`config.mk`:
```
export PLATFORM = sky130hd
export DESIGN_NAME = utf8_validating_decoder_top_flat
export DESIGN_NICKNAME = d
export VERILOG_FILES = /design/src/rtl/core/u8vd_pkg.sv /design/src/rtl/core/u8vd_in_if.sv /design/src/rtl/core/u8vd_out_if.sv /design/src/rtl/core/utf8_validating_decoder_top.sv /design/src/flat_wrapper.sv
export SDC_FILE = /design/constraint.sdc
export NUM_CORES = 1
export LEC_CHECK = 0
export ABC_CLOCK_PERIOD_IN_PS = 3880
export BUFFER_PORTS_ARGS = -buffer_cell sky130_fd_sc_hd__buf_4
export CAP_MARGIN = 20
export CORE_MARGIN = 2
export CORE_UTILIZATION = 50
export CTS_CLUSTER_SIZE = 25
export DETAILED_ROUTE_END_ITERATION = 10
export GPL_TIMING_DRIVEN = 0
export PLACE_DENSITY = 0.78
export SLEW_MARGIN = 5
export SYNTH_ARGS = -nofsm -noshare
export SYNTH_HDL_FRONTEND = slang
export SYNTH_SLANG_ARGS = --single-unit
```
`constraint.sdc`:
```
create_clock -name clk -period 3.88 [get_ports clk]
set_input_delay 0.776 -clock clk [delete_from_list [all_inputs] [get_ports clk]]
set_output_delay 0.776 -clock clk [all_outputs]
set_load 0.005 [all_outputs]
```
`src/rtl/core/u8vd_pkg.sv`:
```
// Shared constants, types and helper functions for the UTF-8 validating decoder.
// No dependencies; compile first.
`default_nettype none

package u8vd_pkg;

  // Longest string the offset counter has to cover; offsets saturate below it.
  localparam longint unsigned MAX_STRING_BYTES = 65536;
  localparam int unsigned     OFFS_W           = 16;
  localparam int unsigned     CODE_W           = 21;

  localparam logic [OFFS_W-1:0] OFFS_LIMIT =
    ((MAX_STRING_BYTES - 1) > 64'hFFFF) ? {OFFS_W{1'b1}}
                                         : OFFS_W'(MAX_STRING_BYTES - 1);

  // Largest Unicode scalar value and the surrogate range
  localparam logic [CODE_W-1:0] CODE_MAX       = 21'h10FFFF;
  localparam logic [CODE_W-1:0] SURROGATE_LO   = 21'h00D800;
  localparam logic [CODE_W-1:0] SURROGATE_HI   = 21'h00DFFF;

  typedef enum logic [1:0] {
    ST_OK        = 2'd0,
    ST_BAD_LEAD  = 2'd1,
    ST_BAD_CONT  = 2'd2,
    ST_TRUNCATED = 2'd3
  } u8vd_status_t;

  // Number of continuation bytes after a valid lead; 0 for anything else.
  function automatic logic [1:0] seq_extra(input logic [7:0] lead);
    logic [1:0] n;
    n = 2'd0;
    if (lead inside {[8'hC2:8'hDF]}) n = 2'd1;
    else if (lead inside {[8'hE0:8'hEF]}) n = 2'd2;
    else if (lead inside {[8'hF0:8'hF4]}) n = 2'd3;
    return n;
  endfunction

  // Range check on the first continuation byte, which depends on the lead.
  function automatic logic first_cont_ok(input logic [7:0] lead, input logic [7:0] b);
    logic ok;
    case (lead)
      8'hE0:   ok = b inside {[8'hA0:8'hBF]};
      8'hED:   ok = b inside {[8'h80:8'h9F]};
      8'hF0:   ok = b inside {[8'h90:8'hBF]};
      8'hF4:   ok = b inside {[8'h80:8'h8F]};
      default: ok = b inside {[8'h80:8'hBF]};
    endcase
    return ok;
  endfunction

endpackage

`default_nettype wire

```
`src/rtl/core/u8vd_in_if.sv`:
```
// Byte input channel of the UTF-8 validating decoder: valid/ready plus payload.
// No dependencies.
`default_nettype none

interface u8vd_in_if;
  logic       valid;
  logic       ready;
  logic [7:0] byte_value;
  logic       last_in_string;

  modport source (output valid, output byte_value, output last_in_string, input ready);
  modport sink   (input valid, input byte_value, input last_in_string, output ready);
endinterface

`default_nettype wire

```
`src/rtl/core/u8vd_out_if.sv`:
```
// Result channel of the UTF-8 validating decoder: valid/ready plus payload.
// No dependencies.
`default_nettype none

interface u8vd_out_if;
  logic        valid;
  logic        ready;
  logic [20:0] code_point;
  logic [1:0]  status;
  logic [15:0] error_offset;
  logic        end_of_string;

  modport source (output valid, output code_point, output status, output error_offset,
                  output end_of_string, input ready);
  modport sink   (input valid, input code_point, input status, input error_offset,
                  input end_of_string, output ready);
endinterface

`default_nettype wire

```
`src/rtl/core/utf8_validating_decoder_top.sv`:
```
// UTF-8 validating decoder, top level.
// Depends on u8vd_pkg, u8vd_in_if and u8vd_out_if.
//
// Usage:
//   in_ch carries one byte of text per transfer, with last_in_string set on
//   the final byte of a string. out_ch carries zero or one result per byte:
//   a decoded code point (status ok) when a sequence completes, or the first
//   error of the string (bad lead, bad continuation, truncated sequence)
//   with its byte offset. After an error the rest of the string is dropped
//   silently; end_of_string marks the last result of a string.
//   Path: a byte taken from in_ch lands in the input register; its result
//   is loaded into the result register once that register is free, and
//   out_ch.valid is driven from the result register.
//   Throughput: one byte per cycle while out_ch.ready stays high; the only
//   work per byte is a small state update between the two registers.
//   Receiver stall: the result register holds its item; the input register
//   holds one more byte, and in_ch.ready falls once both are full.
//   Reset (rst_n low, synchronous): both registers empty and the decoder
//   state is cleared, so the next byte starts a new string at offset 0.
`default_nettype none

module utf8_validating_decoder_top (
  input wire logic   clk,
  input wire logic   rst_n,
  u8vd_in_if.sink    in_ch,
  u8vd_out_if.source out_ch
);
  import u8vd_pkg::*;

  // Input register
  logic       s1_valid_r;
  logic [7:0] s1_byte_r;
  logic       s1_last_r;

  // Result register
  logic                out_valid_r;
  logic [CODE_W-1:0]   out_cp_r;
  u8vd_status_t        out_status_r;
  logic [OFFS_W-1:0]   out_off_r;
  logic                out_eos_r;

  // Decoder state
  logic [1:0]        bse_r,      bse_nxt;       // bytes still expected
  logic [7:0]        lead_r,     lead_nxt;
  logic [CODE_W-1:0] part_r,     part_nxt;
  logic              errp_r,     errp_nxt;
  logic [OFFS_W-1:0] perr_off_r, perr_off_nxt;
  logic [OFFS_W-1:0] lead_off_r, lead_off_nxt;
  logic [OFFS_W-1:0] pos_r,      pos_nxt;
  logic              skip_r,     skip_nxt;

  // Result of the current byte
  logic              emit;
  logic [CODE_W-1:0] res_cp;
  u8vd_status_t      res_status;
  logic [OFFS_W-1:0] res_off;
  logic              res_eos;

  logic              res_free;   // result register can take a new item
  logic              fire;       // input register item is processed this cycle

  // Scratch for the per-byte update
  logic [1:0]        n_lead;
  logic              first_pos;
  logic              cont_ok;
  logic [CODE_W-1:0] part_shift;
  logic [1:0]        bse_dec;
  logic              err_now;
  logic              clear_now;

  assign res_free    = !out_valid_r || out_ch.ready;
  assign fire        = s1_valid_r && res_free;
  assign in_ch.ready = !s1_valid_r || res_free;

  // Input register: advance whenever it is empty or its item is consumed.
  always_ff @(posedge clk) begin
    if (!rst_n) begin
      s1_valid_r <= 1'b0;
    end else if (in_ch.ready) begin
      s1_valid_r <= in_ch.valid;
    end
  end

  always_ff @(posedge clk) begin
    if (in_ch.valid && in_ch.ready) begin
      s1_byte_r <= in_ch.byte_value;
      s1_last_r <= in_ch.last_in_string;
    end
  end

  // Per-byte decode and state update
  always_comb begin
    bse_nxt      = bse_r;
    lead_nxt     = lead_r;
    part_nxt     = part_r;
    errp_nxt     = errp_r;
    perr_off_nxt = perr_off_r;
    lead_off_nxt = lead_off_r;
    skip_nxt     = skip_r;
    pos_nxt      = (pos_r < OFFS_LIMIT) ? pos_r + OFFS_W'(1) : OFFS_LIMIT;

    emit       = 1'b0;
    res_cp     = '0;
    res_status = ST_OK;
    res_off    = '0;
    res_eos    = s1_last_r;
    err_now    = 1'b0;
    clear_now  = 1'b0;

    n_lead     = seq_extra(s1_byte_r);
    first_pos  = (bse_r == seq_extra(lead_r));
    cont_ok    = first_pos ? first_cont_ok(lead_r, s1_byte_r)
                           : (s1_byte_r inside {[8'h80:8'hBF]});
    part_shift = {part_r[CODE_W-7:0], s1_byte_r[5:0]};
    bse_dec    = bse_r - 2'd1;

    if (skip_r) begin
      // drop bytes until the string ends
      clear_now = s1_last_r;
    end else if (bse_r == 2'd0) begin
      if (!s1_byte_r[7]) begin
        emit      = 1'b1;
        res_cp    = CODE_W'(s1_byte_r);
        clear_now = s1_last_r;
      end else if (n_lead == 2'd0) begin
        err_now    = 1'b1;
        res_status = ST_BAD_LEAD;
        res_off    = pos_r;
      end else if (s1_last_r) begin
        err_now    = 1'b1;
        res_status = ST_TRUNCATED;
        res_off    = pos_r;
      end else begin
        lead_nxt     = s1_byte_r;
        bse_nxt      = n_lead;
        case (n_lead)
          2'd1:    part_nxt = CODE_W'(s1_byte_r[4:0]);
          2'd2:    part_nxt = CODE_W'(s1_byte_r[3:0]);
          default: part_nxt = CODE_W'(s1_byte_r[2:0]);
        endcase
        lead_off_nxt = pos_r;
        errp_nxt     = 1'b0;
        perr_off_nxt = '0;
      end
    end else begin
      // continuation position: hold the first bad byte's offset
      if (!cont_ok && !errp_r) begin
        errp_nxt     = 1'b1;
        perr_off_nxt = pos_r;
      end
      part_nxt = part_shift;
      bse_nxt  = bse_dec;
      if (bse_dec == 2'd0) begin
        if (errp_nxt) begin
          err_now    = 1'b1;
          res_status = ST_BAD_CONT;
          res_off    = perr_off_nxt;
        end else begin
          emit      = 1'b1;
          res_cp    = part_shift;
          part_nxt  = '0;
          clear_now = s1_last_r;
        end
      end else if (s1_last_r) begin
        err_now    = 1'b1;
        res_status = ST_TRUNCATED;
        res_off    = lead_off_r;
      end
    end

    if (err_now) begin
      emit    = 1'b1;
      res_cp  = '0;
      res_eos = 1'b1;
      if (s1_last_r) begin
        clear_now = 1'b1;
      end else begin
        bse_nxt  = 2'd0;
        errp_nxt = 1'b0;
        skip_nxt = 1'b1;
      end
    end

    // last byte of a string clears everything for the next string
    if (clear_now) begin
      bse_nxt      = 2'd0;
      lead_nxt     = '0;
      part_nxt     = '0;
      errp_nxt     = 1'b0;
      perr_off_nxt = '0;
      lead_off_nxt = '0;
      pos_nxt      = '0;
      skip_nxt     = 1'b0;
    end
  end

  always_ff @(posedge clk) begin
    if (!rst_n) begin
      bse_r      <= 2'd0;
      lead_r     <= '0;
      part_r     <= '0;
      errp_r     <= 1'b0;
      perr_off_r <= '0;
      lead_off_r <= '0;
      pos_r      <= '0;
      skip_r     <= 1'b0;
    end else if (fire) begin
      bse_r      <= bse_nxt;
      lead_r     <= lead_nxt;
      part_r     <= part_nxt;
      errp_r     <= errp_nxt;
      perr_off_r <= perr_off_nxt;
      lead_off_r <= lead_off_nxt;
      pos_r      <= pos_nxt;
      skip_r     <= skip_nxt;
    end
  end

  // Result register: hold while the receiver stalls.
  always_ff @(posedge clk) begin
    if (!rst_n) begin
      out_valid_r <= 1'b0;
    end else if (res_free) begin
      out_valid_r <= fire && emit;
    end
  end

  always_ff @(posedge clk) begin
    if (fire && emit) begin
      out_cp_r     <= res_cp;
      out_status_r <= res_status;
      out_off_r    <= res_off;
      out_eos_r    <= res_eos;
    end
  end

  assign out_ch.valid         = out_valid_r;
  assign out_ch.code_point    = out_cp_r;
  assign out_ch.status        = out_status_r;
  assign out_ch.error_offset  = out_off_r;
  assign out_ch.end_of_string = out_eos_r;

endmodule

`default_nettype wire

```
`src/flat_wrapper.sv`:
```
// flat-port wrapper written by rule: the top's interface ports become plain ports
module utf8_validating_decoder_top_flat import u8vd_pkg::*;
  (clk, rst_n, in_ch_valid, in_ch_byte_value, in_ch_last_in_string, in_ch_ready, out_ch_valid, out_ch_code_point, out_ch_status, out_ch_error_offset, out_ch_end_of_string, out_ch_ready);
  u8vd_in_if in_ch_i ();
  u8vd_out_if out_ch_i ();
  input wire logic clk;
  input wire logic rst_n;
  input wire logic [$bits(in_ch_i.valid)-1:0] in_ch_valid;
  input wire logic [$bits(in_ch_i.byte_value)-1:0] in_ch_byte_value;
  input wire logic [$bits(in_ch_i.last_in_string)-1:0] in_ch_last_in_string;
  output wire logic [$bits(in_ch_i.ready)-1:0] in_ch_ready;
  output wire logic [$bits(out_ch_i.valid)-1:0] out_ch_valid;
  output wire logic [$bits(out_ch_i.code_point)-1:0] out_ch_code_point;
  output wire logic [$bits(out_ch_i.status)-1:0] out_ch_status;
  output wire logic [$bits(out_ch_i.error_offset)-1:0] out_ch_error_offset;
  output wire logic [$bits(out_ch_i.end_of_string)-1:0] out_ch_end_of_string;
  input wire logic [$bits(out_ch_i.ready)-1:0] out_ch_ready;
  assign in_ch_i.valid = in_ch_valid;
  assign in_ch_i.byte_value = in_ch_byte_value;
  assign in_ch_i.last_in_string = in_ch_last_in_string;
  assign in_ch_ready = in_ch_i.ready;
  assign out_ch_valid = out_ch_i.valid;
  assign out_ch_code_point = out_ch_i.code_point;
  assign out_ch_status = out_ch_i.status;
  assign out_ch_error_offset = out_ch_i.error_offset;
  assign out_ch_end_of_string = out_ch_i.end_of_string;
  assign out_ch_i.ready = out_ch_ready;
  utf8_validating_decoder_top u_core (.clk(clk), .rst_n(rst_n), .in_ch(in_ch_i), .out_ch(out_ch_i));
endmodule
```
### Word-level counts from Yosys, hierarchy flattened

Index checks and enable logic that the tools add are counted.

* $add $sub $neg: 2
* $lt $le $gt $ge: 19
* eq/ne operators: 13
* muxes and demuxes: 97
* reduce and logical (&&, ||, !) cells: 31

Operators with widths (count)
* 16-bit two-way mux: 22
* 15-bit two-way mux: 8
* 8-bit greater-or-equal comparator, second input constant: 9
* 8-bit less-or-equal comparator, second input constant: 9
* 21-bit two-way mux: 3
* 8-bit two-way mux: 6
* 2-bit two-way mux: 20
* 1-bit two-way mux: 35
* 8-bit equality test, second input constant: 4
* 16-bit by 1-bit adder with 16-bit output, second input constant: 1
* 16-bit < comparator, second input constant: 1
* 1-bit logical AND: 15
* 5-bit case mux with 2 select lines: 1
* 7-bit two-way mux: 1
* 2-bit logical NOT: 3
* 6-bit AND reduction: 1
* 2-bit nonzero test: 3
* 5-bit AND reduction: 1
* 1-bit logical NOT: 4
* 2-bit inequality test, second input constant: 2
* 1-bit case mux with 4 select lines: 1
* 3-bit by 1-bit inequality test with 1-bit output, second input constant: 1
* 3-bit by 2-bit inequality test with 1-bit output, second input constant: 1
* 3-bit inequality test, second input constant: 1
* other kinds (8): 9

* register bits: 126
* input port bits: 13
* output and inout bits: 42
* word-level logic and storage cells: 178

### Depth between registers and ports, before layout

* word-level depth: 20
* gate-level depth with buffers: 9
* depth with buffers taken out: 7

### Least setup slack after synthesis

OpenSTA, ideal clock, no wires.

* path type: reg-to-reg
* start: register u_core.s1_byte_r[2]
* end: register u_core.out_cp_r[0], in the netlist u_core.out_ch.code_point[0] (enable)
* setup time: 0.401 ns
* arrival: 2.520 ns
* data required time: 3.479 ns
* setup slack: 0.960 ns
* stages on the path, launching flop included: 7
* path buffers: 1
* clock period less this slack: 2.920 ns
* cell sequence: edfxtp_1 or3_1 or3_1 nand3_1 and2_1 buf_2 o21a_1

* cells in the longest elaborated chain, start to end: 15

RTL lines
* start, declared: line utf8_validating_decoder_top.sv:32 `logic [7:0] s1_byte_r;`
* start signal, assigned: line utf8_validating_decoder_top.sv:86 `s1_byte_r <= in_ch.byte_value;`
* 8-bit greater-or-equal comparator (tied with other cells)
* 1-bit logical AND (on tied branches)
* 1-bit case mux with 4 select lines: line u8vd_pkg.sv:41 `case (lead)`
* 1-bit two-way mux: line utf8_validating_decoder_top.sv:112 `cont_ok = first_pos ? first_cont_ok(lead_r, s1_byte_r)`
* 1-bit logical NOT: line utf8_validating_decoder_top.sv:147 `if (!cont_ok && !errp_r) begin`
* 1-bit logical AND: line utf8_validating_decoder_top.sv:147
* 1-bit two-way mux: line utf8_validating_decoder_top.sv:147
* 1-bit two-way mux: line utf8_validating_decoder_top.sv:120 `end else if (bse_r == 2'd0) begin`
* 1-bit two-way mux: line utf8_validating_decoder_top.sv:117 `if (skip_r) begin`
* 1-bit two-way mux: line utf8_validating_decoder_top.sv:154 `if (errp_nxt) begin`
* 1-bit two-way mux: line utf8_validating_decoder_top.sv:153 `if (bse_dec == 2'd0) begin`
* 1-bit two-way mux: line utf8_validating_decoder_top.sv:120
* 1-bit two-way mux: line utf8_validating_decoder_top.sv:117
* 1-bit two-way mux *: line utf8_validating_decoder_top.sv:171 `if (err_now) begin`
* 1-bit logical AND *: line utf8_validating_decoder_top.sv:229 `if (fire && emit) begin`
* end signal, assigned: line utf8_validating_decoder_top.sv:230 `out_cp_r <= res_cp;`
* end, declared: line utf8_validating_decoder_top.sv:37 `logic [CODE_W-1:0] out_cp_r;`

Mark *: on every way between the ends. The rest lies on a longest branch, timed or not. The select of a mux whose other input is x is not followed.
A chain may end at the register's enable or synchronous reset.

### Worst setup path in the final report

* start: register u_core.s1_byte_r[5]
* end: register u_core.out_off_r[0], in the netlist u_core.out_ch.error_offset[0] (data pin)

* cells in the longest elaborated chain, start to end: 12

RTL lines
* 8-bit greater-or-equal comparator (tied with other cells)
* 1-bit logical AND (on tied branches)
* 1-bit case mux with 4 select lines: line u8vd_pkg.sv:41
* 1-bit two-way mux: line utf8_validating_decoder_top.sv:112
* 1-bit logical NOT: line utf8_validating_decoder_top.sv:147
* 1-bit logical AND: line utf8_validating_decoder_top.sv:147
* 1-bit two-way mux: line utf8_validating_decoder_top.sv:147
* 1-bit two-way mux: line utf8_validating_decoder_top.sv:120
* 1-bit two-way mux: line utf8_validating_decoder_top.sv:117
* 16-bit two-way mux: line utf8_validating_decoder_top.sv:154
* 16-bit two-way mux: line utf8_validating_decoder_top.sv:153
* 16-bit two-way mux *: line utf8_validating_decoder_top.sv:120
* end signal, assigned: line utf8_validating_decoder_top.sv:232 `out_off_r <= res_off;`
* end, declared: line utf8_validating_decoder_top.sv:39 `logic [OFFS_W-1:0] out_off_r;`

Marked as above.

==> reports/qor.yml <==
grt-ovfl-total: 0
gr-usage-all-layers_pct: 23.2
clock_latency_ns: 0.42
cts_tree: "done"
fin_skew_ns: 0.0172
final_max_slew_viol_count: 0
hold_path_depth: 1
final_hold_viol_count: 0
syn_area_um2: 5750
synthXorXnorAreaFrac_pct: 0.304
yosysTopAreaCellShare_pct: 26.8
dieWidth_um: 111
synthAdderAreaFrac_pct: 0.217
drt_pass1_iterations: 5
clk_path_buf_depth: 2
syn_avg_cell_area_um2: 10.3
ys_seq_area_share_pct: 52.4
wl_per_cell_um: 18.4
antenna_found_initial: 0
cts_hold_buffers: 0
max_slew_margin_pct: 44.2
peakVddDrop_uv: 320
setup_violations: 0
worstRegToRegCells: 8
die-area_um2: 12400
grt_pass1_wl_um: 23100
num_rows: 39
synth.area.top_cells: "dfxtp_1 (27%), edfxtp_1 (26%), a22oi_1 (3.7%)"
cp.arrival_ns: 2.69
gp_congestion: 0.952
final.setup.tns_ns: 0
synthesis.instances: 557
synth_top_family_by_area: "compound AO/OA/AOI/OAI gates"
vias: 4844
required_ns: 4.01
hold_path_class: "reg -> reg"
nFillCells: 900
antenna-diode-count: 0
end_kind: "flop"
startpoint: "u_core.s1_byte_r[5]"
multi_input_area_um2: 2450
post-cts-setup-buffers: 0
synth_cell_types: 59
via_per_inst: 6.16
place_ws_ns: 1.15
maxCapViolations: 0
io_pins: 55
drt.antenna.violating_nets: 0
drive_above_1_share_pct: 19.9
io_buffers: 53
core_um2: 11300
htreeDepth: 4
cts_root_buffer: "clkbuf_16"
rr_startpoint: "u_core.s1_byte_r[5]"
grt_pass1_vias: 4425
layout_commonest_cell: "dfxtp_1"
cts-resized-gates: 0
min_from: "u_core.lead_r[7]"
tightestPinTransition_ns: 0.830
area_growth_pct: 21.2
grt_max_degree: 41
dp_hpwl_um: 9640
cp-start-kind: "flop"
muxShareOfSynthArea_pct: 2.78
synthSimpleGateAreaFrac_pct: 17.9
drt-initial-drc-count: 579
synthArstFlopShare_pct: 0
ys_ff_latch: 126
seq_area_um2: 3010
routed_wl_um: 14400
p_per_area_nw_per_um2: 470
fin_ws_ns: 1.32
status: "completed"
period_minus_slack_ns: 2.56
synth_flop_cell: "dfxtp_1"
crit_type: "reg -> reg"
cts_sinks: 126
final_nets: 644
drc_errors: 0
timing.final.crit_share_pct: 66.1
ys.warnings.count: 0
die_height_um: 111
syn_nets: 571
clk_pin_slew_ns: 0.06
leakagePower_nw: 2.55
synth_compound_area_share_pct: 21.4
start_util_pct: 50.8
fmax_mhz: 390
final_cell_mix: "dfxtp_1 (77), buf_4 (56), edfxtp_1 (49)"
cts_made_buffers: 17
synth_area_leader_cell: "dfxtp_1"
rsz0062_at_grt: "no"
crit_fanout: 10
synth_edf_count: 49
synthesized netlist by cell type (3+ instances only):
master    instances
dfxtp_1          77
edfxtp_1         49
nor2_1           39
clkbuf_1         37
o21ai_0          35
nand2_1          34
a21oi_1          30
a22oi_1          28
nand4b_1         23
and2_1           22
a22o_1           16
mux2i_1          16
a31oi_1          13
nor3_1           13
and3_1           10
o22ai_2          10
nand3_1           9
buf_2             7
inv_1             7
o21a_1            6
o22ai_1           6
buf_6             5
nor4_1            5
nand2b_1          4
o221a_2           4
or3_1             4
buf_4             3
o211a_1           3
cells by family (layout without fill, tap and decap cells):
family	Yosys count	after routing
compound gates	171	171
xor+xnor	2	2
fa+ha+maj	1	1
buf+inv	61	147
flops	126	126
mux	16	16
simple gates	180	180
layout make-up:
| cell class | count | area share (%) |
|---|---|---|
| Sequential cell | 126 | 43.2 |
| Multi-Input combinational cell | 370 | 35.2 |
| Clock buffer | 18 | 6.16 |
| Timing Repair Buffer | 54 | 5.99 |
| Buffer | 54 | 3.73 |
| Clock inverter | 14 | 2.75 |
| Tap cell | 143 | 2.57 |
| Inverter | 7 | 0.377 |
worst max-delay path, stage by stage, from the launching register on:
cell and delay, ns:
edfxtp_1 0.58, a21oi_1 0.07, o41ai_1 0.36, nor3_1 0.12
a311oi_1 0.51, or3_1 0.20, buf_4 0.15, buf_6 0.19
o22ai_2 0.10
sequential cells by signal, summed over array words and instances (netlist names), 2 cells and up:
| signal | count |
|---|---|
| u_core.pos_r | 16 |
| u_core.s1_byte_r | 8 |
| u_core.perr_off_r | 16 |
| u_core.out_ch.code_point | 21 |
| u_core.lead_off_r | 16 |
| u_core.part_r | 15 |
| u_core.out_ch.status | 2 |
| u_core.lead_r | 8 |
| u_core.out_ch.error_offset | 16 |
| u_core.bse_r | 2 |
power by group:
part | switching, mW | leakage (nW) | internal, mW
Combinational | 0.124 | 1.15 | 0.0711
Clock | 0.585 | 0.293 | 1.07
Sequential | 0.0186 | 1.11 | 1.40
per-stage QoR:
| stage | instance area [um2] | hold WS, ns | std cells | total power [mW] | utilization [%] |
|---|---|---|---|---|---|
| after global placement | 6330 | 0.444 | 753 | 1.63 | 55.9 |
| after floorplan | 5750 | 0.433 | 557 | 1.56 | - |
| after detailed placement | 6350 | 0.452 | 754 | 1.64 | 56.1 |
| after global routing | 6970 | 0.473 | 786 | 3.36 | 61.6 |
| final | 6970 | 0.459 | 786 | 3.27 | 61.6 |
| after CTS | 6970 | 0.460 | 786 | 3.29 | 61.6 |
path summary, 6_finish.rpt:
path | to | slack (ns)
worst max register to register | u_core.out_ch.error_offset[0] | 1.32
worst min register to register | u_core.lead_r[7] | 0.46
worst max-delay path | u_core.out_ch.error_offset[0] | 1.32
worst min-delay path | u_core.lead_r[7] | 0.46
per-layer routing:
metal | share of wire (%) | GRT usage, % | up-vias
met1 | 42 | 31.3 | 2315
met3 | 8.6 | 6.78 | 34
met5 | 0 | 0 | -
met4 | 2.5 | 7.41 | 0
li1 | - | - | 2248
met2 | 47 | 36.3 | 247
Power figures use the tool's default switching activity.
